## src/rtl/core/sql_pkg.sv

```systemverilog
// ----------------------------------------------------------------------------
// Stream quality limiter package
// Shared types, codes and fixed widths of the stream quality limiter.
// ----------------------------------------------------------------------------
package sql_pkg;

  localparam int unsigned W_SIZE     = 13;
  localparam int unsigned W_FULL     = 15;
  localparam int unsigned W_PERIOD   = 11;
  localparam int unsigned W_PER_OUT  = 10;
  localparam int unsigned W_SKIP     = 8;
  localparam int unsigned W_CFG      = 13;
  localparam int unsigned W_IN_DATA  = 40;
  localparam int unsigned W_OUT_DATA = 72;

  localparam logic [W_SIZE-1:0] SIZE_MAX    = 13'd8191;
  localparam logic signed [5:0] LEVEL_LIMIT = 6'sd6;
  localparam logic signed [5:0] LEVEL_MAX   = 6'sd31;
  localparam logic signed [5:0] LEVEL_RESET = -6'sd1;
  localparam logic [W_SKIP-1:0] SKIP_STOP   = 8'd3;
  localparam logic [W_SKIP-1:0] SKIP_STRIDE = 8'd3;
  localparam logic [W_SKIP-1:0] CONG_MAX    = 8'd255;

  localparam logic [W_SIZE-1:0]   RST_WIDTH  = 13'd640;
  localparam logic [W_SIZE-1:0]   RST_HEIGHT = 13'd480;
  localparam logic [W_PERIOD-1:0] RST_PERIOD = 11'd100;

  typedef enum logic {
    FUNC_REPORT = 1'b0,
    FUNC_RESIZE = 1'b1
  } func_e;

  typedef enum logic [1:0] {
    REG_INIT_WIDTH  = 2'd0,
    REG_INIT_HEIGHT = 2'd1,
    REG_INIT_PERIOD = 2'd2
  } reg_idx_e;

  typedef enum logic [1:0] {
    OP_HALVE  = 2'd0,
    OP_DOUBLE = 2'd1,
    OP_ADD    = 2'd2,
    OP_SUB    = 2'd3
  } alu_op_e;

  typedef enum logic [11:0] {
    S_IDLE   = 12'b000000000001,
    S_REPORT = 12'b000000000010,
    S_CALM   = 12'b000000000100,
    S_DBL_W  = 12'b000000001000,
    S_DBL_H  = 12'b000000010000,
    S_PASS   = 12'b000000100000,
    S_HLV_W  = 12'b000001000000,
    S_HLV_H  = 12'b000010000000,
    S_RSZ_W  = 12'b000100000000,
    S_RSZ_H  = 12'b001000000000,
    S_DONE   = 12'b010000000000,
    S_SPARE  = 12'b100000000000
  } state_e;

  typedef struct packed {
    logic                func;
    logic [W_SKIP-1:0]   skipped;
    logic [W_SIZE-1:0]   new_width;
    logic [W_SIZE-1:0]   new_height;
  } item_t;

  typedef struct packed {
    logic [W_SIZE-1:0]   width;
    logic [W_SIZE-1:0]   height;
    logic [W_PERIOD-1:0] period;
    logic [1:0]          factor;
    logic                stopped;
    logic                changed;
  } result_t;

endpackage

```

## src/rtl/core/stream_quality_limiter.sv

```systemverilog
// ----------------------------------------------------------------------------
// Stream quality limiter
// Adapts stream resolution and update period to reported frame skips and resizes.
// ----------------------------------------------------------------------------
// Usage: each transfer on the s_axis side is one item. tuser selects a skip
// report (0) or a resize to a new full frame size (1). Every item yields
// exactly one result transfer on the m_axis side with the current size,
// period, stop and change flags, and the size scaled back up by the factor.
// Configuration writes on cfg_we_i load the starting width, height and
// period straight into the live state; the user must make them only while
// the block idles, which the block itself does not enforce. A report may
// take a calm step-down, which can double the size, or one congestion pass
// per three skipped frames; a pass lengthens the period or halves width and
// height. A resize halves width and height factor - 1 times. The done state
// hands the result to the output register before the next item is taken.
// All passes run through one shared add/halve/double unit, one op a cycle.
// Reset restores 640 x 480, a period of 100 ms, factor 1 and an empty
// output. A stalled receiver holds the result in the output register; one
// more item can complete its work behind it and then waits.
// ----------------------------------------------------------------------------
module stream_quality_limiter #(
  parameter int unsigned MAX_FACTOR  = 3,
  parameter int unsigned MAX_PERIOD  = 500,
  parameter int unsigned PERIOD_STEP = 50
) (
  input  logic                              clk_i,
  input  logic                              rst_ni,
  input  logic                              s_axis_tvalid,
  output logic                              s_axis_tready,
  // skipped_frames[7:0], new_width[20:8], new_height[33:21], zero fill
  input  logic [sql_pkg::W_IN_DATA-1:0]     s_axis_tdata,
  // func
  input  logic                              s_axis_tuser,
  output logic                              m_axis_tvalid,
  input  logic                              m_axis_tready,
  // cur_width[12:0], cur_height[25:13], update_period[35:26], stopped[36],
  // res_changed[37], full_width[52:38], full_height[67:53], zero fill
  output logic [sql_pkg::W_OUT_DATA-1:0]    m_axis_tdata,
  input  logic                              cfg_we_i,
  input  logic [1:0]                        cfg_idx_i,
  input  logic [sql_pkg::W_CFG-1:0]         cfg_data_i
);
  import sql_pkg::*;

  item_t                 item;
  result_t               res;
  logic                  idle;
  logic                  done;
  logic                  res_ready;
  logic                  load;
  logic [1:0]            shift;
  logic [W_FULL-1:0]     full_w;
  logic [W_FULL-1:0]     full_h;
  logic                  out_valid_q, out_valid_d;
  logic [W_OUT_DATA-1:0] out_data_q, out_data_d;

  assign item.func       = s_axis_tuser;
  assign item.skipped    = s_axis_tdata[7:0];
  assign item.new_width  = s_axis_tdata[20:8];
  assign item.new_height = s_axis_tdata[33:21];

  sql_ctrl #(
    .MAX_FACTOR (MAX_FACTOR),
    .MAX_PERIOD (MAX_PERIOD),
    .PERIOD_STEP(PERIOD_STEP)
  ) u_ctrl (
    .clk_i      (clk_i),
    .rst_ni     (rst_ni),
    .start_i    (s_axis_tvalid && idle),
    .item_i     (item),
    .cfg_we_i   (cfg_we_i),
    .cfg_idx_i  (cfg_idx_i),
    .cfg_data_i (cfg_data_i),
    .res_ready_i(res_ready),
    .idle_o     (idle),
    .done_o     (done),
    .res_o      (res)
  );

  assign s_axis_tready = idle;
  assign res_ready     = !out_valid_q || m_axis_tready;
  assign load          = done && res_ready;

  // The factor is at least one, so the scale-up shift is factor - 1.
  assign shift  = res.factor - 2'd1;
  assign full_w = W_FULL'({2'b00, res.width} << shift);
  assign full_h = W_FULL'({2'b00, res.height} << shift);

  always_comb begin
    out_valid_d = out_valid_q;
    out_data_d  = out_data_q;
    if (load) begin
      out_valid_d = 1'b1;
      out_data_d  = {4'b0000, full_h, full_w, res.changed, res.stopped,
                     res.period[W_PER_OUT-1:0], res.height, res.width};
    end else if (m_axis_tready) begin
      out_valid_d = 1'b0;
    end
  end

  always_ff @(posedge clk_i or negedge rst_ni) begin
    if (!rst_ni) begin
      out_valid_q <= 1'b0;
    end else begin
      out_valid_q <= out_valid_d;
    end
  end

  always_ff @(posedge clk_i) begin
    out_data_q <= out_data_d;
  end

  assign m_axis_tvalid = out_valid_q;
  assign m_axis_tdata  = out_data_q;

endmodule

```

## src/rtl/core/sql_alu.sv

```systemverilog
// ----------------------------------------------------------------------------
// Stream quality limiter arithmetic unit
// Shared unit for halving, saturated doubling and period step add/subtract.
// ----------------------------------------------------------------------------
module sql_alu #(
  parameter int unsigned PERIOD_STEP = 50
) (
  input  sql_pkg::alu_op_e                op_i,
  input  logic [sql_pkg::W_SIZE-1:0]      a_i,
  output logic [sql_pkg::W_SIZE-1:0]      y_o
);
  import sql_pkg::*;

  localparam logic [W_SIZE-1:0] STEP = W_SIZE'(PERIOD_STEP);

  logic [W_SIZE:0] inc;
  logic [W_SIZE:0] dbl;

  assign inc = {1'b0, a_i} + {{W_SIZE{1'b0}}, 1'b1};
  assign dbl = {a_i, 1'b0};

  always_comb begin
    case (op_i)
      OP_HALVE:  y_o = inc[W_SIZE:1];
      // A doubled size saturates at the largest 13-bit value.
      OP_DOUBLE: y_o = dbl[W_SIZE] ? SIZE_MAX : dbl[W_SIZE-1:0];
      OP_ADD:    y_o = a_i + STEP;
      OP_SUB:    y_o = a_i - STEP;
      default:   y_o = a_i;
    endcase
  end

endmodule

```

## src/rtl/core/sql_ctrl.sv

```systemverilog
// ----------------------------------------------------------------------------
// Stream quality limiter sequencer
// Holds the limiter state and steps one item through the shared unit.
// ----------------------------------------------------------------------------
module sql_ctrl #(
  parameter int unsigned MAX_FACTOR  = 3,
  parameter int unsigned MAX_PERIOD  = 500,
  parameter int unsigned PERIOD_STEP = 50
) (
  input  logic                        clk_i,
  input  logic                        rst_ni,
  input  logic                        start_i,
  input  sql_pkg::item_t              item_i,
  input  logic                        cfg_we_i,
  input  logic [1:0]                  cfg_idx_i,
  input  logic [sql_pkg::W_CFG-1:0]   cfg_data_i,
  input  logic                        res_ready_i,
  output logic                        idle_o,
  output logic                        done_o,
  output sql_pkg::result_t            res_o
);
  import sql_pkg::*;

  localparam logic [1:0]          FACTOR_TOP = 2'(MAX_FACTOR);
  localparam logic [W_PERIOD-1:0] PERIOD_TOP = W_PERIOD'(MAX_PERIOD);
  localparam logic [W_PERIOD-1:0] STEP       = W_PERIOD'(PERIOD_STEP);

  state_e              state_q, state_d;
  logic [W_SIZE-1:0]   width_q, width_d;
  logic [W_SIZE-1:0]   height_q, height_d;
  logic [W_PERIOD-1:0] period_q, period_d;
  logic [1:0]          factor_q, factor_d;
  logic signed [5:0]   level_q, level_d;
  logic [W_SKIP-1:0]   cong_q, cong_d;
  logic                stop_q, stop_d;
  logic                changed_q, changed_d;
  logic [W_SKIP-1:0]   skip_q, skip_d;
  logic [W_SKIP-1:0]   left_q, left_d;
  logic [1:0]          cnt_q, cnt_d;

  alu_op_e             alu_op;
  logic [W_SIZE-1:0]   alu_a;
  logic [W_SIZE-1:0]   alu_y;
  logic [W_SKIP-1:0]   cong_new;
  logic signed [5:0]   level_inc;

  sql_alu #(
    .PERIOD_STEP(PERIOD_STEP)
  ) u_alu (
    .op_i(alu_op),
    .a_i (alu_a),
    .y_o (alu_y)
  );

  assign level_inc = (level_q != LEVEL_MAX) ? level_q + 6'sd1 : level_q;

  always_comb begin
    if (skip_q != '0) begin
      cong_new = (cong_q != CONG_MAX) ? cong_q + 8'd1 : cong_q;
    end else begin
      cong_new = (cong_q != '0) ? cong_q - 8'd1 : cong_q;
    end
  end

  always_comb begin
    case (state_q)
      S_HLV_W, S_RSZ_W: begin
        alu_op = OP_HALVE;
        alu_a  = width_q;
      end
      S_HLV_H, S_RSZ_H: begin
        alu_op = OP_HALVE;
        alu_a  = height_q;
      end
      S_DBL_W: begin
        alu_op = OP_DOUBLE;
        alu_a  = width_q;
      end
      S_DBL_H: begin
        alu_op = OP_DOUBLE;
        alu_a  = height_q;
      end
      S_PASS: begin
        alu_op = OP_ADD;
        alu_a  = W_SIZE'(period_q);
      end
      S_CALM: begin
        alu_op = OP_SUB;
        alu_a  = W_SIZE'(period_q);
      end
      default: begin
        alu_op = OP_HALVE;
        alu_a  = width_q;
      end
    endcase
  end

  always_comb begin
    state_d   = state_q;
    width_d   = width_q;
    height_d  = height_q;
    period_d  = period_q;
    factor_d  = factor_q;
    level_d   = level_q;
    cong_d    = cong_q;
    stop_d    = stop_q;
    changed_d = changed_q;
    skip_d    = skip_q;
    left_d    = left_q;
    cnt_d     = cnt_q;

    case (state_q)
      S_IDLE: begin
        if (start_i) begin
          if (item_i.func == FUNC_RESIZE) begin
            width_d  = item_i.new_width;
            height_d = item_i.new_height;
            cnt_d    = factor_q - 2'd1;
            state_d  = (factor_q > 2'd1) ? S_RSZ_W : S_DONE;
          end else begin
            skip_d  = item_i.skipped;
            state_d = S_REPORT;
          end
        end
      end
      S_REPORT: begin
        stop_d    = 1'b0;
        changed_d = 1'b0;
        cong_d    = cong_new;
        if (cong_new == '0) begin
          if (!level_q[5]) begin
            level_d = level_q - 6'sd1;
            state_d = S_CALM;
          end else begin
            state_d = S_DONE;
          end
        end else begin
          stop_d  = (skip_q > SKIP_STOP);
          left_d  = skip_q;
          state_d = (skip_q != '0) ? S_PASS : S_DONE;
        end
      end
      S_CALM: begin
        // The level was already stepped down; -1 counts as odd.
        if ((level_q < LEVEL_LIMIT) && !level_q[0] && (factor_q > 2'd1)) begin
          state_d = S_DBL_W;
        end else begin
          if (period_q > STEP) begin
            period_d = alu_y[W_PERIOD-1:0];
          end
          state_d = S_DONE;
        end
      end
      S_DBL_W: begin
        width_d = alu_y;
        state_d = S_DBL_H;
      end
      S_DBL_H: begin
        height_d  = alu_y;
        factor_d  = factor_q - 2'd1;
        changed_d = 1'b1;
        state_d   = S_DONE;
      end
      S_PASS: begin
        if ((factor_q < FACTOR_TOP) && !level_q[0]) begin
          level_d = level_inc;
          state_d = S_HLV_W;
        end else if (period_q < PERIOD_TOP) begin
          level_d  = level_inc;
          period_d = alu_y[W_PERIOD-1:0];
          if (left_q <= SKIP_STRIDE) begin
            state_d = S_DONE;
          end else begin
            left_d = left_q - SKIP_STRIDE;
          end
        end else begin
          state_d = S_DONE;
        end
      end
      S_HLV_W: begin
        width_d = alu_y;
        state_d = S_HLV_H;
      end
      S_HLV_H: begin
        height_d  = alu_y;
        factor_d  = factor_q + 2'd1;
        changed_d = 1'b1;
        if (left_q <= SKIP_STRIDE) begin
          state_d = S_DONE;
        end else begin
          left_d  = left_q - SKIP_STRIDE;
          state_d = S_PASS;
        end
      end
      S_RSZ_W: begin
        width_d = alu_y;
        state_d = S_RSZ_H;
      end
      S_RSZ_H: begin
        height_d = alu_y;
        cnt_d    = cnt_q - 2'd1;
        state_d  = (cnt_q == 2'd1) ? S_DONE : S_RSZ_W;
      end
      S_DONE: begin
        if (res_ready_i) begin
          state_d = S_IDLE;
        end
      end
      default: begin
        state_d = S_IDLE;
      end
    endcase

    // Writes load the live state at once. The user must send them only while idle; the block does not enforce it.
    if (cfg_we_i) begin
      case (cfg_idx_i)
        REG_INIT_WIDTH:  width_d  = cfg_data_i;
        REG_INIT_HEIGHT: height_d = cfg_data_i;
        REG_INIT_PERIOD: period_d = {1'b0, cfg_data_i[W_PER_OUT-1:0]};
        default: ;
      endcase
    end
  end

  always_ff @(posedge clk_i or negedge rst_ni) begin
    if (!rst_ni) begin
      state_q   <= S_IDLE;
      width_q   <= RST_WIDTH;
      height_q  <= RST_HEIGHT;
      period_q  <= RST_PERIOD;
      factor_q  <= 2'd1;
      level_q   <= LEVEL_RESET;
      cong_q    <= 8'd1;
      stop_q    <= 1'b0;
      changed_q <= 1'b0;
    end else begin
      state_q   <= state_d;
      width_q   <= width_d;
      height_q  <= height_d;
      period_q  <= period_d;
      factor_q  <= factor_d;
      level_q   <= level_d;
      cong_q    <= cong_d;
      stop_q    <= stop_d;
      changed_q <= changed_d;
    end
  end

  always_ff @(posedge clk_i) begin
    skip_q <= skip_d;
    left_q <= left_d;
    cnt_q  <= cnt_d;
  end

  assign idle_o = (state_q == S_IDLE);
  assign done_o = (state_q == S_DONE);

  assign res_o.width   = width_q;
  assign res_o.height  = height_q;
  assign res_o.period  = period_q;
  assign res_o.factor  = factor_q;
  assign res_o.stopped = stop_q;
  assign res_o.changed = changed_q;

endmodule

```

## config.mk

```make
export PLATFORM = sky130hd
export DESIGN_NAME = stream_quality_limiter
export DESIGN_NICKNAME = d
export VERILOG_FILES = /design/src/rtl/core/sql_pkg.sv /design/src/rtl/core/stream_quality_limiter.sv /design/src/rtl/core/sql_alu.sv /design/src/rtl/core/sql_ctrl.sv
export SDC_FILE = /design/constraint.sdc
export NUM_CORES = 1
export LEC_CHECK = 0
export BUFFER_PORTS_ARGS = -buffer_cell sky130_fd_sc_hd__buf_4
export CAP_MARGIN = 20
export CORE_ASPECT_RATIO = 1.4
export CORE_MARGIN = 4
export CORE_UTILIZATION = 40
export DETAILED_ROUTE_END_ITERATION = 16
export PLACE_DENSITY = 0.63
export SLEW_MARGIN = 25
export SYNTH_ARGS = -nofsm -noshare
export SYNTH_HDL_FRONTEND = slang
export SYNTH_SLANG_ARGS = --single-unit
```

## constraint.sdc

```tcl
create_clock -name clk_i -period 5 [get_ports clk_i]
set_input_delay 1 -clock clk_i [delete_from_list [all_inputs] [get_ports clk_i]]
set_output_delay 1 -clock clk_i [all_outputs]
set_load 0.03 [all_outputs]
```

==> metrics <==
status finished, final reports clean; area of the multi-input gates 0.00435 mm^2; routed len/inst around 20 um; Critical Path RT roughly 5.3 ns; CTS tree built; Comb power frac between 30% and 40%; clk slew on worst S/H paths 0.06 ns; Slew HR ~36%; I/O pin total 135; Sequential Area around 0.0043 mm^2; Layout fillers about 2,100; post-layout worst setup margin 0.553 ns; CTS buffer count 17; Synth area leader edfxtp_1; Final min period roughly 4.4 ns; CTS root buf clkbuf_16; GRT Resource Usage Total 21.0%; endpoints failing setup 0; Synth top area share 28.9%; Seq cells post-synth approximately 150; CTS sink count 153; reg2reg setup slack 0.55 ns; Resize count post-CTS 0; Antenna Violating Nets Remaining 0; hold crit path type flip-flop to flip-flop; Sw Pwr 0.00213 W; number of flops mapped to enable cells by yosys 86; P_int 0.00344 W; postcts setup bufs 0; critical path type flip-flop to flip-flop; Power per Cell Area around 510 mW/mm^2; Post-Synthesis Mean Instance Area 10.3 um^2; Final GP Congestion 0.899; Via Count 7,457; Cell variety after synth 90; VDD IR-drop max 0.000277 V; Worst-Margin Slew 0.951 ns; Layout Nets 1,055; Sw Share between 30% and 40%; Remaining DRCs 0; sequential share of power 37.9%; Hold Buf Count CTS 0; Seq/Total Area, Yosys between 40% and 50%; synthesized area 0.00893 mm^2; Worst Setup End Kind flip-flop; Max Root-Sink Buffers 2; RSZ-0062 raised after global routing false; Layout Skew 0.00861 ns; I/O Buffers 124; Horiz. Die Dim 134 um; Clock power frac 25.8%; Max H-tree Level 4; DRT iter0 DRCs 545; setup_tns 0 ns; max frequency 225 MHz; Post-Synthesis Cells 866; Die H 185 um; vias per cell 5.80; maxcap violations 0; share of layout cells above drive strength 1 between 20% and 30%; Pleak 4.37 nW; Main synth FF type edfxtp_1; hpwl dp 19,400 um; DRT Pass-1 Iters 5; final-report hold violation count 0; Placement Setup Slack 0.718 ns; CP Data Arrival Time 4.75 ns; antenna violations before repair 0; Die Area 0.0248 mm^2; first-pass GRT wire length between 40,000 and 50,000 um; n_diodes 0; Post-synth ARST share 43.8%; number of global-route vias before repair 7,363; starting density of the core 40.7%; Remaining Overflow, GRT 0; final WL 25,900 um; Worst setup SP type flip-flop; synth top area cells edfxtp_1, dfrtp_1, mux2i_1; largest net degree at the start of global routing 69; clk_lat worst skew 0.43 ns; crit path max fanout 13; period utilisation layout 88.9%; total core area 0.0219 mm^2; final slew viol count 0; row count 64; layout-stage area growth over the synthesis result 21.3%; Yosys warning count 0
==> power by group through the flow <==
stage	Sequential [W]	Clock (W)	Combinational [W]
CTS	0.00210	0.00146	0.00202
global route	0.00214	0.00151	0.00225
detailed placement	0.00212	0	0.00201
finish	0.00211	0.00144	0.00203
floorplan	0.00196	0	0.00152
global placement	0.00212	0	0.00198
==> final timing paths <==
| path | start | endpoint | depth (start not counted) |
|---|---|---|---|
| max in group asynchronous | rst_ni | u_ctrl.factor_q[0] | 2 |
| hold / removal | u_ctrl.stop_q | m_axis_tdata[36] | 0 |
| setup reg to reg | u_ctrl.state_q[3] | u_ctrl.width_q[10] | 15 |
| setup / recovery | u_ctrl.state_q[3] | u_ctrl.width_q[10] | 15 |
| hold reg to reg | u_ctrl.stop_q | m_axis_tdata[36] | 0 |
| min in group asynchronous | rst_ni | u_ctrl.width_q[8] | 1 |
==> cell usage in the layout (no fill, tap or decap), drive strengths merged, types with 9 or more instances in the layout <==
master	n
xnor2	19
or3	11
a221oi	23
nand2	75
a22oi	15
a21oi	59
dfstp	18
mux2i	54
inv	24
edfxtp	86
xor2	9
nand3	32
nor2	71
o211ai	10
o21a	10
dfrtp	49
ha	17
buf	143
o31ai	10
nor3	22
clkbuf	19
and3	15
nand4	12
o21ai	51
==> flip-flops by register name, summed over array words and instances (netlist names) <==
| name | flops |
|---|---|
| u_ctrl.state_q | 11 |
| u_ctrl.cnt_q | 2 |
| u_ctrl.stop_q | 1 |
| u_ctrl.left_q | 8 |
| u_ctrl.height_q | 13 |
| u_ctrl.width_q | 13 |
| u_ctrl.period_q | 11 |
| m_axis_tvalid | 1 |
| u_ctrl.changed_q | 1 |
| u_ctrl.skip_q | 8 |
| u_ctrl.level_q | 6 |
| u_ctrl.cong_q | 8 |
| m_axis_tdata | 68 |
| u_ctrl.factor_q | 2 |
==> cells by family after synthesis <==
group                      count (synthesis)  share of synthesized area, %
buffers and inverters                     77                          3.73
AOI/OAI and AO/OA                        230                          17.6
DFF                                      153                          48.0
xor gates and xnor gates                  28                          2.83
muxes                                     63                          7.36
other                                      1                        0.0420
adders and majority gates                 18                          2.61
and+or+nand+nor                          296                          17.8
==> metrics by stage <==
stage | power [W] | utilization [%] | area, um^2 | std cells | hold WS [ns]
3_3_place_gp | 0.00410 | 46.3 | 10100 | 1253 | 0.433
4_1_cts | 0.00558 | 49.3 | 10800 | 1285 | 0.454
2_1_floorplan | 0.00349 | - | 8940 | 869 | 0.425
5_1_grt | 0.00589 | 49.4 | 10800 | 1286 | 0.468
6_report | 0.00557 | 49.4 | 10800 | 1286 | 0.450
3_5_place_dp | 0.00413 | 46.3 | 10100 | 1253 | 0.440
==> worst max-delay path: stages (launching register included) <==
cell and delay (ns):
dfrtp_1 0.51, nor3_1 0.38, and4_1 0.57, a22oi_1 0.20, and2_1 0.20, inv_1 0.12, ha_1 0.30, a21oi_1 0.30
o211ai_1 0.15, o31ai_2 0.45, o21ai_1 0.21, mux2i_1 0.16, xnor2_1 0.13, a211oi_1 0.38, buf_4 0.20, o22ai_1 0.06
==> synthesized netlist by cell type, drive strengths merged, types with 17 or more instances <==
master  count
nand2      75
xnor2      19
dfstp      18
mux2i      54
clkbuf     35
buf        20
nor3       22
a221oi     23
a21oi      59
nor2       71
nand3      32
inv        22
edfxtp     86
dfrtp      49
o21ai      51
ha         17
==> routing by layer <==
layer	GRT usage, %	vias to the layer above	routed length [um]
met4	10.4	0	1120
li1	-	3489	-
met3	3.52	61	1510
met2	37.6	316	13400
met5	0	-	0
met1	24.0	3591	9950
==> layout make-up <==
| cell class | count | area share [%] |
|---|---|---|
| repair buffers | 143 | 10.0 |
| clock inverters | 13 | 1.99 |
| well taps | 297 | 3.43 |
| multi-input cells | 639 | 40.2 |
| inverters | 22 | 0.762 |
| clock buffers | 19 | 4.09 |
| flip-flops and latches | 153 | 39.5 |
No activity file was read; power rests on OpenSTA's default activity.
